==> config.mk <==
export PLATFORM = sky130hd
export DESIGN_NAME = pad_state_frame_sender_flat
export DESIGN_NICKNAME = d
export VERILOG_FILES = /design/src/rtl/psfs_pkg.sv /design/src/rtl/psfs_if.sv /design/src/rtl/pad_state_frame_sender.sv /design/src/rtl/psfs_front.sv /design/src/rtl/psfs_queue.sv /design/src/rtl/psfs_back.sv /design/src/flat_wrapper.sv
export SDC_FILE = /design/constraint.sdc
export NUM_CORES = 1
export LEC_CHECK = 0
export ABC_AREA = 0
export BUFFER_PORTS_ARGS = -buffer_cell sky130_fd_sc_hd__buf_2
export CORE_UTILIZATION = 50
export CTS_CLUSTER_DIAMETER = 60
export DETAILED_ROUTE_END_ITERATION = 8
export PLACE_DENSITY = 0.74
export SETUP_SLACK_MARGIN = 0.5
export SLEW_MARGIN = 10
export SYNTH_ARGS = -nofsm -noshare
export SYNTH_HDL_FRONTEND = slang
export SYNTH_HIERARCHICAL = 1
export SYNTH_SLANG_ARGS = --single-unit
==> constraint.sdc <==
create_clock -name clk -period 16.1 [get_ports clk]
set_input_delay 3.22 -clock clk [delete_from_list [all_inputs] [get_ports clk]]
set_output_delay 3.22 -clock clk [all_outputs]
set_load 0.05 [all_outputs]
==> src/rtl/psfs_pkg.sv <==
// shared types and constants for the pad state frame sender
package psfs_pkg;

	localparam int ElapsedBits = 16;
	localparam int CmpBits     = (ElapsedBits > 16) ? ElapsedBits : 16;
	localparam int FrameLen    = 13;
	localparam int LastIdx     = FrameLen - 1;
	localparam int IdxBits     = $clog2(FrameLen);
	localparam int QueueDepth  = 2;
	localparam int PtrBits     = (QueueDepth > 1) ? $clog2(QueueDepth) : 1;
	localparam int CountBits   = $clog2(QueueDepth + 1);
	localparam int CfgIdxBits  = 2;
	localparam int CfgDataBits = 16;

	localparam logic [7:0] SyncA    = 8'hA5;
	localparam logic [7:0] SyncB    = 8'h5A;
	localparam logic [7:0] StickMid = 8'h80;

	localparam logic        LinkReset   = 1'b1;
	localparam logic [15:0] AnalogReset = 16'd8;
	localparam logic [15:0] HeartReset  = 16'd200;

	typedef enum logic [1:0] {
		MODE_STATE = 2'd0,
		MODE_IDLE  = 2'd1,
		MODE_TICK  = 2'd2
	} mode_t;

	typedef enum logic [CfgIdxBits-1:0] {
		CFG_LINK   = 2'd0,
		CFG_ANALOG = 2'd1,
		CFG_HEART  = 2'd2
	} cfg_idx_t;

	typedef struct packed {
		logic        link_enabled;
		logic [15:0] analog_interval_ms;
		logic [15:0] heartbeat_ms;
	} cfg_t;

	typedef struct packed {
		logic [7:0]  chk;
		logic [7:0]  seq;
		logic [47:0] analog;
		logic [23:0] buttons;
	} frame_desc_t;

	typedef struct packed {
		logic        push;
		frame_desc_t desc;
	} q_wr_t;

	typedef struct packed {
		logic        valid;
		frame_desc_t desc;
	} q_rd_t;

endpackage

==> src/rtl/psfs_if.sv <==
// request channels of the pad state frame sender
interface psfs_pad_if;
	logic        valid;
	logic        ready;
	logic [1:0]  mode;
	logic [23:0] button_map;
	logic [7:0]  left_x;
	logic [7:0]  left_y;
	logic [7:0]  right_x;
	logic [7:0]  right_y;
	logic [7:0]  left_trigger;
	logic [7:0]  right_trigger;

	modport source (output valid, mode, button_map, left_x, left_y, right_x, right_y,
		left_trigger, right_trigger, input ready);
	modport sink (input valid, mode, button_map, left_x, left_y, right_x, right_y,
		left_trigger, right_trigger, output ready);
endinterface

interface psfs_frame_if;
	logic       valid;
	logic       ready;
	logic [7:0] frame_byte;
	logic       frame_end;

	modport source (output valid, frame_byte, frame_end, input ready);
	modport sink (input valid, frame_byte, frame_end, output ready);
endinterface

==> src/rtl/pad_state_frame_sender.sv <==
// top level of the pad state frame sender
//
//  channel | dir | request                               | handshake
//  pad     | in  | mode, button map, sticks, triggers    | valid / ready
//  frame   | out | frame_byte, frame_end                 | valid / ready
//  cfg     | in  | cfg_index, cfg_data                   | cfg_we, no wait
//
//  one request accepted per cycle while the queue has room; ticks and
//  suppressed requests take that single cycle
//  a sent frame occupies the serializer for its 13 bytes, one byte per cycle while the frame sink is ready
//  the two-entry descriptor queue holds frames waiting for the serializer
//  a stalled frame sink stalls pad requests only once the queue fills
//  reset takes effect at once, no clearing pass
module pad_state_frame_sender (
	input  logic                                 clk,
	input  logic                                 arst_n,
	psfs_pad_if.sink                             pad,
	psfs_frame_if.source                         frame,
	input  logic                                 cfg_we,
	input  logic [psfs_pkg::CfgIdxBits-1:0]      cfg_index,
	input  logic [psfs_pkg::CfgDataBits-1:0]     cfg_data
);
	import psfs_pkg::*;

	cfg_t  cfg_q;
	q_wr_t q_wr;
	q_rd_t q_rd;
	logic  q_full;
	logic  pop;

	always_ff @(posedge clk or negedge arst_n) begin
		if (!arst_n) begin
			cfg_q.link_enabled       <= LinkReset;
			cfg_q.analog_interval_ms <= AnalogReset;
			cfg_q.heartbeat_ms       <= HeartReset;
		end else if (cfg_we) begin
			case (cfg_index)
				CFG_LINK:   cfg_q.link_enabled       <= cfg_data[0];
				CFG_ANALOG: cfg_q.analog_interval_ms <= cfg_data;
				CFG_HEART:  cfg_q.heartbeat_ms       <= cfg_data;
				default: begin
				end
			endcase
		end
	end

	psfs_front u_front (
		.clk    (clk),
		.arst_n (arst_n),
		.pad    (pad),
		.cfg    (cfg_q),
		.q_full (q_full),
		.q_wr   (q_wr)
	);

	psfs_queue u_queue (
		.clk    (clk),
		.arst_n (arst_n),
		.q_wr   (q_wr),
		.q_full (q_full),
		.pop    (pop),
		.q_rd   (q_rd)
	);

	psfs_back u_back (
		.clk    (clk),
		.arst_n (arst_n),
		.q_rd   (q_rd),
		.pop    (pop),
		.frame  (frame)
	);

endmodule

==> src/rtl/psfs_front.sv <==
// front end: accepts requests, keeps the send state and decides on frames
module psfs_front (
	input  logic              clk,
	input  logic              arst_n,
	psfs_pad_if.sink          pad,
	input  psfs_pkg::cfg_t    cfg,
	input  logic              q_full,
	output psfs_pkg::q_wr_t   q_wr
);
	import psfs_pkg::*;

	logic [23:0]            prev_buttons_q;
	logic [47:0]            prev_analog_q;
	logic [7:0]             seq_q;
	logic                   sent_once_q;
	logic [ElapsedBits-1:0] elapsed_q;

	logic                   accept;
	logic                   is_state;
	logic                   is_idle;
	logic                   is_tick;
	logic                   emit;
	logic [23:0]            btn;
	logic [47:0]            ana;
	logic [CmpBits-1:0]     el_ext;
	logic                   analog_due;
	logic                   heart_due;

	assign pad.ready = !q_full;
	assign accept    = pad.valid && pad.ready;

	assign is_state = (pad.mode == MODE_STATE);
	assign is_idle  = (pad.mode == MODE_IDLE);
	assign is_tick  = (pad.mode == MODE_TICK);

	assign el_ext     = CmpBits'(elapsed_q);
	assign analog_due = el_ext >= CmpBits'(cfg.analog_interval_ms);
	assign heart_due  = el_ext >= CmpBits'(cfg.heartbeat_ms);

	always_comb begin
		if (is_idle) begin
			btn = '0;
			ana = {8'h00, 8'h00, StickMid, StickMid, StickMid, StickMid};
		end else begin
			btn = pad.button_map;
			ana = {pad.right_trigger, pad.left_trigger, pad.right_y, pad.right_x,
				pad.left_y, pad.left_x};
		end
	end

	assign emit = cfg.link_enabled && (is_idle || (is_state && (!sent_once_q ||
		(btn != prev_buttons_q) || ((ana != prev_analog_q) && analog_due) || heart_due)));

	always_comb begin
		q_wr.push         = accept && emit;
		q_wr.desc.buttons = btn;
		q_wr.desc.analog  = ana;
		q_wr.desc.seq     = seq_q;
		q_wr.desc.chk     = btn[7:0] ^ btn[15:8] ^ btn[23:16] ^ ana[7:0] ^ ana[15:8] ^
			ana[23:16] ^ ana[31:24] ^ ana[39:32] ^ ana[47:40] ^ seq_q;
	end

	always_ff @(posedge clk or negedge arst_n) begin
		if (!arst_n) begin
			prev_buttons_q <= '0;
			prev_analog_q  <= '0;
			seq_q          <= '0;
			sent_once_q    <= 1'b0;
			elapsed_q      <= '0;
		end else if (accept) begin
			if (is_tick) begin
				if (elapsed_q != '1)
					elapsed_q <= elapsed_q + 1'b1;
			end else if (emit) begin
				prev_buttons_q <= btn;
				prev_analog_q  <= ana;
				seq_q          <= seq_q + 8'd1;
				sent_once_q    <= 1'b1;
				elapsed_q      <= '0;
			end
		end
	end

`ifndef SYNTH
	a_emit_clears_elapsed: assert property (@(posedge clk) disable iff (!arst_n)
		q_wr.push |=> (elapsed_q == '0) && sent_once_q)
		else $error("elapsed time not cleared after a frame");
`endif

endmodule

==> src/rtl/psfs_queue.sv <==
// short frame descriptor queue between front and back
module psfs_queue (
	input  logic             clk,
	input  logic             arst_n,
	input  psfs_pkg::q_wr_t  q_wr,
	output logic             q_full,
	input  logic             pop,
	output psfs_pkg::q_rd_t  q_rd
);
	import psfs_pkg::*;

	frame_desc_t            entries_q [QueueDepth];
	logic [PtrBits-1:0]     wr_ptr_q;
	logic [PtrBits-1:0]     rd_ptr_q;
	logic [CountBits-1:0]   count_q;
	logic                   do_pop;

	assign q_full     = (count_q == CountBits'(QueueDepth));
	assign q_rd.valid = (count_q != '0);
	assign q_rd.desc  = entries_q[rd_ptr_q];
	assign do_pop     = pop && q_rd.valid;

	always_ff @(posedge clk) begin
		if (q_wr.push)
			entries_q[wr_ptr_q] <= q_wr.desc;
	end

	always_ff @(posedge clk or negedge arst_n) begin
		if (!arst_n) begin
			wr_ptr_q <= '0;
			rd_ptr_q <= '0;
			count_q  <= '0;
		end else begin
			if (q_wr.push)
				wr_ptr_q <= (wr_ptr_q == PtrBits'(QueueDepth - 1)) ? '0 : wr_ptr_q + 1'b1;
			if (do_pop)
				rd_ptr_q <= (rd_ptr_q == PtrBits'(QueueDepth - 1)) ? '0 : rd_ptr_q + 1'b1;
			if (q_wr.push && !do_pop)
				count_q <= count_q + 1'b1;
			else if (!q_wr.push && do_pop)
				count_q <= count_q - 1'b1;
		end
	end

`ifndef SYNTH
	a_no_overflow: assert property (@(posedge clk) disable iff (!arst_n)
		q_wr.push |-> !q_full || do_pop)
		else $error("push into a full queue");
`endif

endmodule

==> src/rtl/psfs_back.sv <==
// back end: serializes one frame descriptor into thirteen bytes
module psfs_back (
	input  logic             clk,
	input  logic             arst_n,
	input  psfs_pkg::q_rd_t  q_rd,
	output logic             pop,
	psfs_frame_if.source     frame
);
	import psfs_pkg::*;

	frame_desc_t              desc_q;
	logic                     busy_q;
	logic [IdxBits-1:0]       cnt_q;
	logic                     out_valid_q;
	logic [7:0]               byte_q;
	logic                     end_q;

	logic                     adv;
	logic                     last;
	logic [FrameLen-1:0][7:0] frame_bytes;

	assign adv  = !out_valid_q || frame.ready;
	assign last = (cnt_q == IdxBits'(LastIdx));
	assign pop  = q_rd.valid && (!busy_q || (adv && last));

	assign frame_bytes = {desc_q.chk, desc_q.seq, desc_q.analog, desc_q.buttons, SyncB, SyncA};

	assign frame.valid      = out_valid_q;
	assign frame.frame_byte = byte_q;
	assign frame.frame_end  = end_q;

	always_ff @(posedge clk) begin
		if (pop)
			desc_q <= q_rd.desc;
		if (adv && busy_q) begin
			byte_q <= frame_bytes[cnt_q];
			end_q  <= last;
		end
	end

	always_ff @(posedge clk or negedge arst_n) begin
		if (!arst_n) begin
			busy_q      <= 1'b0;
			cnt_q       <= '0;
			out_valid_q <= 1'b0;
		end else begin
			if (adv)
				out_valid_q <= busy_q;
			if (adv && busy_q) begin
				cnt_q  <= last ? '0 : cnt_q + 1'b1;
				busy_q <= !last;
			end
			if (pop) begin
				busy_q <= 1'b1;
				cnt_q  <= '0;
			end
		end
	end

`ifndef SYNTH
	a_cnt_range: assert property (@(posedge clk) disable iff (!arst_n)
		cnt_q <= IdxBits'(LastIdx))
		else $error("byte index past frame end");
	a_idle_cnt_zero: assert property (@(posedge clk) disable iff (!arst_n)
		!busy_q |-> cnt_q == '0)
		else $error("byte index not cleared while idle");
	a_end_on_last: assert property (@(posedge clk) disable iff (!arst_n)
		(adv && busy_q && last) |=> out_valid_q && end_q)
		else $error("checksum byte not marked as frame end");
`endif

endmodule

==> src/flat_wrapper.sv <==
// flat-port wrapper written by rule: the top's interface ports become plain ports
module pad_state_frame_sender_flat import psfs_pkg::*;
  (clk, arst_n, cfg_we, cfg_index, cfg_data, pad_valid, pad_mode, pad_button_map, pad_left_x, pad_left_y, pad_right_x, pad_right_y, pad_left_trigger, pad_right_trigger, pad_ready, frame_valid, frame_frame_byte, frame_frame_end, frame_ready);
  psfs_pad_if pad_i ();
  psfs_frame_if frame_i ();
  input  logic clk;
  input  logic arst_n;
  input  logic cfg_we;
  input  logic [psfs_pkg::CfgIdxBits-1:0] cfg_index;
  input  logic [psfs_pkg::CfgDataBits-1:0] cfg_data;
  input wire logic [$bits(pad_i.valid)-1:0] pad_valid;
  input wire logic [$bits(pad_i.mode)-1:0] pad_mode;
  input wire logic [$bits(pad_i.button_map)-1:0] pad_button_map;
  input wire logic [$bits(pad_i.left_x)-1:0] pad_left_x;
  input wire logic [$bits(pad_i.left_y)-1:0] pad_left_y;
  input wire logic [$bits(pad_i.right_x)-1:0] pad_right_x;
  input wire logic [$bits(pad_i.right_y)-1:0] pad_right_y;
  input wire logic [$bits(pad_i.left_trigger)-1:0] pad_left_trigger;
  input wire logic [$bits(pad_i.right_trigger)-1:0] pad_right_trigger;
  output wire logic [$bits(pad_i.ready)-1:0] pad_ready;
  output wire logic [$bits(frame_i.valid)-1:0] frame_valid;
  output wire logic [$bits(frame_i.frame_byte)-1:0] frame_frame_byte;
  output wire logic [$bits(frame_i.frame_end)-1:0] frame_frame_end;
  input wire logic [$bits(frame_i.ready)-1:0] frame_ready;
  assign pad_i.valid = pad_valid;
  assign pad_i.mode = pad_mode;
  assign pad_i.button_map = pad_button_map;
  assign pad_i.left_x = pad_left_x;
  assign pad_i.left_y = pad_left_y;
  assign pad_i.right_x = pad_right_x;
  assign pad_i.right_y = pad_right_y;
  assign pad_i.left_trigger = pad_left_trigger;
  assign pad_i.right_trigger = pad_right_trigger;
  assign pad_ready = pad_i.ready;
  assign frame_valid = frame_i.valid;
  assign frame_frame_byte = frame_i.frame_byte;
  assign frame_frame_end = frame_i.frame_end;
  assign frame_i.ready = frame_ready;
  pad_state_frame_sender u_core (.clk(clk), .arst_n(arst_n), .pad(pad_i), .frame(frame_i), .cfg_we(cfg_we), .cfg_index(cfg_index), .cfg_data(cfg_data));
endmodule
==> flow_metrics.env <==
export IMPL_critPathRequiredTime_ps=16270
export IMPL_fmax_mhz=137
export IMPL_rsz0062_at_grt="false"
export IMPL_antenna_found_initial=5
export IMPL_drt_pass1_iter_count=5
export IMPL_finalSetupTns_ps=0
export IMPL_design_area_mm2=0.0220
export IMPL_status="finished clean"
export IMPL_clock_skew_ps=23.4
export IMPL_overflow=0
export IMPL_cp_data_arrival_time_ps=7500
export IMPL_fin_crit_sh_pct=45.5
export IMPL_leakage_nw=8.54
export IMPL_post_route_util_pct=56.8
export IMPL_cts_max_level=2
export IMPL_seq_area_frac_synth_pct=59.6
export IMPL_clk_pin_slew_worst_paths_ps=60
export IMPL_cts_tree="built"
export IMPL_fin_crit_ps=7320
export IMPL_path_max_fanout=77
export IMPL_criticalPathCategory="input port to register"
export IMPL_vias=11900
export IMPL_min_path_type="register to register"
export IMPL_cts_sinks=413
export IMPL_yosysUniqueCellTypes=64
export IMPL_clkLatencyLatePin_ps=570
export IMPL_ant_nets=0
export IMPL_muxShareOfSynthArea_pct=14.4
export IMPL_crit_path_end_kind="register"
export IMPL_synth_seq_cells=413
export IMPL_place_area_mm2=0.0206
export IMPL_hold_viol_final=0
export IMPL_drt_iter0_drc=1023
export IMPL_ios=108
export IMPL_grt_max_degree=78
export IMPL_drc_errors=0
export IMPL_setup_viol=0
export IMPL_cts_root_buf="clkbuf_16"
export IMPL_crit_path_start_kind="input port"
export IMPL_syn_inst=1393
export IMPL_yosys_area_share_simple_pct=8.55
export IMPL_maxCapViolCount=0
export IMPL_synthToLayoutAreaGrowth_pct=11.9
export IMPL_synth_top_family_by_area="multiplexers"
export IMPL_grt_total_usage_pct=22.1
export IMPL_start_util_pct=50.7
export IMPL_synth_area_mm2=0.0196
export IMPL_wirelength_mm=43.7
export IMPL_synth_nets=1527
export IMPL_finalWorstSetupSlack_ps=8780
export IMPL_fp_dieW_um=200
export IMPL_grt_pass1_vias=12000
export IMPL_cts_buffers=44
export IMPL_power_density_mw_per_mm2=154
export IMPL_dieArea_mm2=0.0401
export IMPL_place_gp_congestion=0.862
export IMPL_syn_avg_cell_area_um2=14.1
export IMPL_slew_viol_final=0
export IMPL_final_layout_size_suffix_gt1_share_pct=26.5
export IMPL_synthAdderAreaFrac_pct=2.36
export IMPL_relSlewSlack_pct=32.2
export IMPL_die_height_um=200
export IMPL_cts_setup_buffers=0
export IMPL_ys_warn_count=6
export IMPL_port_buffers=107
export IMPL_wire_per_inst_um=21.2
export IMPL_postSynth_asyncResetShare_pct=33.9
export IMPL_dpl_hpwl_mm=29.6
export IMPL_worstMarginPinSlew_ps=1020
export IMPL_synth_xor_area_share_pct=4.99
export IMPL_cts_buffer_depth=3
export IMPL_viasPerCell=5.74
export IMPL_pre_cts_ws_ps=8150
export IMPL_core_mm2=0.0387
export IMPL_synth_compound_area_share_pct=6.97
export IMPL_synth_main_ff_cell="edfxtp_1"
export IMPL_nets=1641
export IMPL_peakVddDrop_mv=0.0902
export IMPL_synth_edf_count=273
export IMPL_grt_pass1_wl_mm=68.3
export IMPL_cts_hold_buf=0
export IMPL_num_rows=72
export IMPL_cts_resized=0
==> layout make-up <==
| cell class | count | area, um^2 |
|---|---|---|
| tap | 518 | 648 |
| sequential | 413 | 11700 |
| clock inverter | 25 | 195 |
| antenna | 3 | 7.51 |
| fill | 3085 | 16800 |
| timing repair buffer | 121 | 647 |
| inverter | 67 | 251 |
| multi-input combinational | 860 | 7350 |
| clock buffer | 57 | 1170 |
==> stage by stage <==
stage | total power, W | cells | hold slack [ps]
after CTS | 0.00341 | 2061 | 491
final | 0.00340 | 2064 | 487
after global routing | 0.00355 | 2062 | 503
after global placement | 0.00241 | 1979 | 466
after detailed placement | 0.00244 | 1979 | 478
after floorplan | 0.00220 | 1393 | 430
==> worst max-delay path, cell delays in order <==
cell and delay (ps):
buf_2 140, nand2b_2 130, buf_4 560, o21ai_0 180
a22oi_1 230, or4_4 180, a2111oi_4 40, nor2b_1 770
or2_4 670, and2_4 470, buf_4 800
==> worst paths after layout <==
kind | startpoint | cells past startpoint | to | slack (ps)
setup / recovery | pad_mode[1] | 11 | u_core/u_queue/entries_q[1][1] | 8780
hold / removal | u_core/u_queue/count_q[1] | 1 | u_core/u_queue/count_q[1] | 490
setup reg to reg | u_core/u_front/el_ext[0] | 11 | u_core/u_queue/entries_q[1][1] | 11260
hold reg to reg | u_core/u_queue/count_q[1] | 1 | u_core/u_queue/count_q[1] | 490
max in group asynchronous | arst_n | 2 | u_core/u_queue/rd_ptr_q | 11820
min in group asynchronous | arst_n | 1 | u_core/u_front/prev_analog_q[9] | 2670
==> flip-flops by register name, indices dropped and copies added (netlist names), 4 cells and up <==
signal                          flops
u_core/u_queue/entries_q          176
u_core/u_back/desc_q               88
u_core/u_back/cnt_q                 4
u_core/u_back/frame.frame_byte      8
u_core/u_front/el_ext              16
u_core/cfg_q                       33
u_core/u_front/prev_buttons_q      24
u_core/u_front/prev_analog_q       48
u_core/u_front/seq_q                8
==> where the power goes <==
group	switching, W	leakage [nW]	internal (W)
registers	0.000169	4.20	0.00136
clock network	0.000414	0.670	0.000550
logic	0.000456	3.66	0.000450
total	0.00104	8.54	0.00236
==> per-layer routing <==
metal / part of all wire [%] / GRT usage, % / vias up
li1: - / - / 5416
met1: 42 / 29.7 / 5943
met2: 48 / 35.8 / 416
met3: 6.2 / 3.35 / 78
met4: 3.5 / 9.45 / 4
met5: 0.053 / 0 / -
==> logic make-up after synthesis <==
group | Yosys count
buf+inv | 120
xor+xnor | 112
simple gates | 307
flops | 413
fa+ha+maj | 37
mux | 212
compound gates | 192
==> synth_stat cells (all sizes together), types with 8 or more instances <==
| cell | number | area share (%) |
|---|---|---|
| dfrtp | 135 | 17 |
| mux2i | 9 | 0.46 |
| nor2 | 84 | 1.6 |
| o32ai | 25 | 1.1 |
| nor4bb | 19 | 0.97 |
| xor2 | 22 | 0.98 |
| a31oi | 26 | 0.83 |
| nand2b | 16 | 0.52 |
| a2bb2oi | 9 | 0.40 |
| edfxtp | 273 | 42 |
| nand3 | 13 | 0.33 |
| nor2b | 9 | 0.29 |
| ha | 37 | 2.4 |
| o221ai | 8 | 0.36 |
| o22ai | 11 | 0.35 |
| a21o | 11 | 0.42 |
| and2 | 57 | 1.8 |
| a21oi | 31 | 0.79 |
| clkbuf | 16 | 0.31 |
| nand2 | 51 | 0.97 |
| o21ai | 24 | 0.61 |
| buf | 37 | 1.5 |
| inv | 66 | 1.3 |
| mux2 | 196 | 13 |
| xnor2 | 90 | 4.0 |
| nand4 | 14 | 0.45 |
| nor3 | 10 | 0.28 |
==> layout by cell type (no fill, tap or decap), types with 31 or more instances in the layout <==
master	Yosys	layout
inv_1	66	66
ha_1	37	37
nand2_1	51	51
mux2_4	102	102
buf_2	15	106
a21oi_1	31	31
xnor2_1	90	90
clkbuf_16	0	45
nor2_1	84	84
edfxtp_1	273	273
and2_1	57	55
mux2_2	94	94
dfrtp_1	135	134
Power figures use the tool's default switching activity.
